**config.mk**
```make
export PLATFORM = sky130hd
export DESIGN_NAME = rrmt_cell
export DESIGN_NICKNAME = d
export VERILOG_FILES = /design/src/rtl/core/rrmt_pkg.sv /design/src/rtl/core/rrmt_cell.sv
export SDC_FILE = /design/constraint.sdc
export NUM_CORES = 1
export LEC_CHECK = 0
export ABC_AREA = 1
export BUFFER_PORTS_ARGS = -buffer_cell sky130_fd_sc_hd__buf_2
export CORE_AREA = 5 5 158 160
export DETAILED_ROUTE_END_ITERATION = 16
export DIE_AREA = 0 0 163 165
export GPL_TIMING_DRIVEN = 0
export HOLD_SLACK_MARGIN = 0.03
export SYNTH_ARGS = -nofsm -noshare
export SYNTH_HDL_FRONTEND = slang
export SYNTH_SLANG_ARGS = --single-unit
```
**constraint.sdc**
```tcl
create_clock -name clk -period 8.15 [get_ports clk]
set_input_delay 2.0375 -clock clk [delete_from_list [all_inputs] [get_ports clk]]
set_output_delay 2.0375 -clock clk [all_outputs]
set_load 0.02 [all_outputs]
```
**src/rtl/core/rrmt_pkg.sv**
```systemverilog
package rrmt_pkg;

	localparam int TABLE_ENTRIES = 64;
	localparam int REF_BITS = 16;

	localparam int CNT_W = $clog2(TABLE_ENTRIES + 1);
	localparam int IOVA_W = 64;
	localparam int SIZE_W = 22;
	localparam int VADDR_W = 64;
	localparam int STATUS_W = 3;
	localparam int SHOW_W = 16;
	localparam int USED_W = 7;

	localparam logic [REF_BITS-1:0] REF_MAX = {REF_BITS{1'b1}};
	localparam logic [REF_BITS-1:0] REF_ONE = REF_BITS'(1);
	localparam logic [CNT_W-1:0] CNT_FULL = CNT_W'(TABLE_ENTRIES);

	localparam logic [STATUS_W-1:0] ST_NEW_MAP = 3'd0;
	localparam logic [STATUS_W-1:0] ST_REF_UP = 3'd1;
	localparam logic [STATUS_W-1:0] ST_REF_DOWN = 3'd2;
	localparam logic [STATUS_W-1:0] ST_UNMAP = 3'd3;
	localparam logic [STATUS_W-1:0] ST_NOT_MAPPED = 3'd4;
	localparam logic [STATUS_W-1:0] ST_FULL = 3'd5;
	localparam logic [STATUS_W-1:0] ST_REF_OVF = 3'd6;
	localparam logic [STATUS_W-1:0] ST_DISABLED = 3'd7;

	localparam logic OP_MAP = 1'b0;
	localparam logic OP_UNMAP = 1'b1;

	typedef struct packed {
		logic accept;
		logic fire;
		logic en;
		logic unmap;
	} cell_ctl_t;

	function automatic logic [SHOW_W-1:0] show_refs(input logic [REF_BITS-1:0] r);
		logic [REF_BITS+SHOW_W-1:0] wide;
		wide = (REF_BITS + SHOW_W)'(r);
		if (wide > (REF_BITS + SHOW_W)'({SHOW_W{1'b1}})) begin
			return {SHOW_W{1'b1}};
		end
		return SHOW_W'(r);
	endfunction

endpackage

```
**src/rtl/core/rrmt_cell.sv**
```systemverilog
module rrmt_cell (
	input  logic                             clk,
	input  logic                             arst_n,
	input  rrmt_pkg::cell_ctl_t              ctl,
	input  logic                             valid,
	input  logic                             ins,
	input  logic [rrmt_pkg::IOVA_W-1:0]      cmp_iova,
	input  logic [rrmt_pkg::SIZE_W-1:0]      cmp_size,
	input  logic [rrmt_pkg::IOVA_W-1:0]      ld_iova,
	input  logic [rrmt_pkg::SIZE_W-1:0]      ld_size,
	input  logic                             shift_in,
	output logic                             shift_out,
	input  logic [rrmt_pkg::REF_BITS-1:0]    refs_in,
	output logic [rrmt_pkg::REF_BITS-1:0]    refs_out,
	input  logic [rrmt_pkg::IOVA_W-1:0]      nb_iova,
	input  logic [rrmt_pkg::SIZE_W-1:0]      nb_size,
	input  logic [rrmt_pkg::REF_BITS-1:0]    nb_refs,
	output logic [rrmt_pkg::IOVA_W-1:0]      own_iova,
	output logic [rrmt_pkg::SIZE_W-1:0]      own_size,
	output logic [rrmt_pkg::REF_BITS-1:0]    own_refs,
	output logic                             match
);
	import rrmt_pkg::*;

	logic [IOVA_W-1:0] iova_q;
	logic [SIZE_W-1:0] size_q;
	logic [REF_BITS-1:0] refs_q;
	logic hit_s1;
	logic drop;

	assign match = valid && (cmp_iova == iova_q) && (cmp_size == size_q);
	assign drop = ctl.unmap && hit_s1 && (refs_q == REF_ONE);
	assign shift_out = shift_in || drop;
	assign refs_out = refs_in | (hit_s1 ? refs_q : '0);

	assign own_iova = iova_q;
	assign own_size = size_q;
	assign own_refs = refs_q;

	always_ff @(posedge clk or negedge arst_n) begin
		if (!arst_n) begin
			hit_s1 <= 1'b0;
		end else if (ctl.accept) begin
			hit_s1 <= match;
		end
	end

	always_ff @(posedge clk) begin
		if (ctl.fire && ctl.en) begin
			priority if (shift_out) begin
				iova_q <= nb_iova;
				size_q <= nb_size;
				refs_q <= nb_refs;
			end else if (hit_s1) begin
				if (ctl.unmap) begin
					refs_q <= refs_q - REF_ONE;
				end else if (refs_q != REF_MAX) begin
					refs_q <= refs_q + REF_ONE;
				end
			end else if (ins) begin
				iova_q <= ld_iova;
				size_q <= ld_size;
				refs_q <= REF_ONE;
			end else begin
				refs_q <= refs_q;
			end
		end
	end

endmodule

```
==> results.txt <==
----------------------------------------------------
[Final layout]
  Nets@finish ... 1,738
  Share of cells above drive strength 1 ... 32.22%
  Non-filler instance count after layout ... between 1.5k and 2k
  Total area of multi-input combinational cells ... 3034 um2
  Non-Filler Cell Area, Final ... 9672 um2
  Area delta synth->final ... 42.23%
  Sequential cell area in the final layout ... 3088 um2
  Fill count ... 2,547
  Final Core Density ... 41.58%

[Floorplan]
  Horizontal die dimension ... between 150 and 200 um
  Area inside the core boundary ... 23,260 um2
  Vert. Die Dim ... 165 um
  Die ar. ... 26,900 um2
  Starting Density ... 29.23%
  Floorplan row count ... 56
  Count of pins on the block boundary ... 419

[Flow run]
  Maximum capacitance violations ... 0

[Timing]
  Hold_ws ... 0.6628 ns
  Slew headroom ... between 40% and 50%
  Final clock period utilization by the worst path ... 67.34%
  Setup violators final ... 0
  Final Max Tran Viols ... 0
  Clock period minus final worst setup slack ... 5.488 ns
  Final Worst Setup Slack ... 2.662 ns
  RSZ-0062 raised after global routing ... no
  Worst Tran Pin Value ... roughly 0.88 ns
  Clock Skews ... around 0.010 ns
  Final Hold Vio Count ... 0
  Maximum clock frequency ... ~180 MHz
  Post-Route Setup TNS ... 0 ns

[CTS]
  TritonCTS clock tree ... built
  Quantity of gates resized following cts ... 0
  Clock latency reported for the late side of the worst-skew pair ... about 0.35 ns
  Clock-pin slew of the registers on the worst-case setup and hold paths ... 0.07 ns
  Setup Fix Bufs, Post-CTS ... 0
  Number of buffers inserted by hold repair at cts ... 0
  Number of buffers on the longest clock path ... 2
  Total number of H-tree levels ... 3
  CTS sink count ... 103
  Number of CTS-inserted buffers ... 9
  Clock tree root driver cell ... sky130_fd_sc_hd__clkbuf_16

[Synthesis]
  Number of different library cells in the post-synthesis netlist ... 27
  Register area share after synthesis ... 45.41%
  Synthesized netlist net count ... 1,306
  Post-synth top area share ... 45.04%
  Synthesized netlist cell count ... roughly 1.0k
  Top cells by instance count after synthesis ... sky130_fd_sc_hd__nand2_1, sky130_fd_sc_hd__inv_1, sky130_fd_sc_hd__edfxtp_1
  Flop and latch count out of synthesis ... between 100 and 150
  Most common flop cell mapped by yosys ... sky130_fd_sc_hd__edfxtp_1
  Biggest area consumer among synthesized cells ... sky130_fd_sc_hd__edfxtp_1
  Ys Warns ... 0
  Mean cell area of the mapped netlist ... ~6.8 um2
  Number of enable flip-flop cells after synthesis ... 102
  Post-synth design cell area ... 6800 um2
  Share of flip-flops with an asynchronous set or reset ... less than 1%
  Main area contributors after synthesis ... sky130_fd_sc_hd__edfxtp_1, sky130_fd_sc_hd__nand2_1, sky130_fd_sc_hd__inv_1, sky130_fd_sc_hd__nor2_1, sky130_fd_sc_hd__o21ai_0
  Count leader, synth ... sky130_fd_sc_hd__nand2_1

[Worst setup path]
  Setup slack of the most critical reg-to-reg path ... roughly 5.5 ns
  End of the worst register-to-register path ... own_refs[1]
  Critical Path Start Type ... input port
  Delay of the slowest cell on the worst path ... roughly 0.28 ns
  CP delay by family, top ... simple AND/OR/NAND/NOR gates
  Max Fanout on Critical Path ... 2
  Arrival time of data at the critical path endpoint ... 3.45 ns
  Kind of end point of the critical path ... output port
  Crit Reg-Reg Startpoint ... own_refs[1]
  Critical-path cell with the highest stage delay ... sky130_fd_sc_hd__nand3_1
  Cell breakdown of the critical path ... buf_2, inv_1, nand2_1, o21ai_0, nor2_1, nand2_1, nor2_1, nand2_1, nor2_1, nand3_1, inv_1, buf_2
  CP required ... 6.11 ns
  Cells on worst reg2reg path ... 11
  Buf+Inv Stages, Crit Path ... 4
  Category of the most critical setup path ... in2out

[GRT]
  Pin count of the biggest net entering global routing ... 32
  Number of antenna violations at the first check in global routing ... 6
  Wire length of the first global-routing pass ... 43,440 um
  Via count of the first global-routing pass ... 7,579
  Total congestion overflow after global routing ... 0
  Tot GR Track Use ... 21.94%

[Worst hold path]
  Class of the worst hold path ... reg2reg
  Startpoint of the tightest hold check path ... hit_s1
  Number of stages on the worst hold path ... 2
  Destination of the worst hold path ... hit_s1

[Detailed routing]
  DRC violations left ... 0
  Via count normalized by instance count ... ~4.4
  Total iterations of the first detailed-routing run ... 5
  Wire length per cell ... 17.58 um
  Antenna violation net count after detailed routing ... 0
  Final routed wirelength across all metal layers ... 30,970 um
  Routed vias ... 7,749
  Number of violations reported at the end of detailed-routing iteration 0 ... 371

[Place]
  Port-buffer cells ... 417
  Final HPWL from detailed placement ... 25,760 um
  Cell count after placement ... between 1.5k and 2k
  Routability-driven placement congestion ratio ... 0.8488
  Instance area after placement ... between 9000 and 10,000 um2
  Placement Setup Slack ... 2.585 ns

[Pwr]
  Sw Ratio ... 29.85%
  Share of total power in combinational logic ... 22.2%
  Sequential group share of total power ... 45.5%
  Pwr dens ... between 100 and 150 nW/um2
  LEAKAGE ... between 5 and 6 nW
  Power Total ... between 1 and 1.5 mW
  Clock Power Share ... roughly a third
  Switching power summed over all nets ... approximately 420 uW
  Total internal power ... 978.1 uW
  Maximum VDD drop ... approximately 0.067 mV

[Outcome]
  Status ... complete, no violations

----------------------------------------------------
worst min-delay path, delay by kind of cell (launching register included):
| family | cells | cell delay, ns |
|---|---|---|
| flops | 1 | 0.46 |
| simple gates | 1 | 0.13 |
| compound gates | 1 | 0.04 |
how the worst max path moves through the flow:
stage	start	endpoint	slack, ns	cells after the start
3_3_place_gp	ctl[0]	own_iova[39]	-1.36	8
3_5_place_dp	cmp_iova[29]	match	2.58	11
2_1_floorplan	ctl[0]	own_iova[0]	1.29	8
4_1_cts	cmp_iova[29]	match	2.57	11
6_report	cmp_iova[35]	match	2.66	12
5_1_grt	cmp_iova[29]	match	2.44	11
sequential cells by signal (all words and copies together), names as in the netlist:
signal,count
hit_s1,1
own_size,22
own_refs,16
own_iova,64
metal layers:
metal	track usage (%)	vias up	share of wire (%)
met1	25.41	3441	39
met2	40.51	312	52
met3	4.941	37	7.1
li1	-	3947	-
met4	6.367	12	1.9
met5	0	-	0.23
layout by cell type (no fill, tap or decap), types with 2 or more instances in the layout:
| cell type | Yosys | layout |
|---|---|---|
| sky130_fd_sc_hd__inv_2 | 2 | 2 |
| sky130_fd_sc_hd__buf_12 | 0 | 3 |
| sky130_fd_sc_hd__nor2_1 | 101 | 100 |
| sky130_fd_sc_hd__nand2_1 | 499 | 499 |
| sky130_fd_sc_hd__clkbuf_1 | 5 | 6 |
| sky130_fd_sc_hd__diode_2 | 0 | 2 |
| sky130_fd_sc_hd__nand3_1 | 20 | 20 |
| sky130_fd_sc_hd__a21oi_1 | 10 | 10 |
| sky130_fd_sc_hd__o21ai_1 | 3 | 3 |
| sky130_fd_sc_hd__clkbuf_16 | 0 | 9 |
| sky130_fd_sc_hd__or2_2 | 3 | 3 |
| sky130_fd_sc_hd__inv_6 | 0 | 3 |
| sky130_fd_sc_hd__buf_2 | 15 | 432 |
| sky130_fd_sc_hd__o21bai_1 | 16 | 16 |
| sky130_fd_sc_hd__xnor2_1 | 4 | 4 |
| sky130_fd_sc_hd__nand4_1 | 5 | 5 |
| sky130_fd_sc_hd__o31ai_1 | 3 | 3 |
| sky130_fd_sc_hd__nor3_1 | 8 | 7 |
| sky130_fd_sc_hd__inv_1 | 146 | 146 |
| sky130_fd_sc_hd__o21ai_0 | 41 | 41 |
| sky130_fd_sc_hd__edfxtp_1 | 102 | 102 |
| sky130_fd_sc_hd__buf_6 | 2 | 2 |
| sky130_fd_sc_hd__ha_1 | 3 | 3 |
| sky130_fd_sc_hd__buf_4 | 2 | 2 |
| sky130_fd_sc_hd__xor2_1 | 7 | 7 |
| sky130_fd_sc_hd__nand2_2 | 2 | 2 |
cell families after synthesis:
logic type	Yosys count	synth area share [%]
and+or+nand+nor	639	36.19
buffers and inverters	173	10.16
DFF	103	45.41
AOI/OAI and AO/OA	75	6.274
xor gates and xnor gates	11	1.417
adders and majority gates	3	0.5520
power by group through the flow:
stage	registers [mW]	logic (mW)	clock network [mW]
2_1_floorplan	0.671	0.126	0
3_3_place_gp	0.650	0.304	0
5_1_grt	0.638	0.346	0.484
6_report	0.635	0.310	0.450
4_1_cts	0.635	0.314	0.462
3_5_place_dp	0.647	0.313	0
layout make-up:
| class | instances | area share, % |
|---|---|---|
| repair buffers | 421 | 22.35 |
| clock buffers | 10 | 2.367 |
| plain buffers | 24 | 1.358 |
| clock inverters | 5 | 0.6598 |
| flip-flops and latches | 103 | 31.93 |
| diodes | 2 | 0.05175 |
| multi-input cells | 728 | 31.37 |
| inverters | 149 | 5.783 |
| well taps | 319 | 4.127 |
No activity file was read; power rests on OpenSTA's default activity.
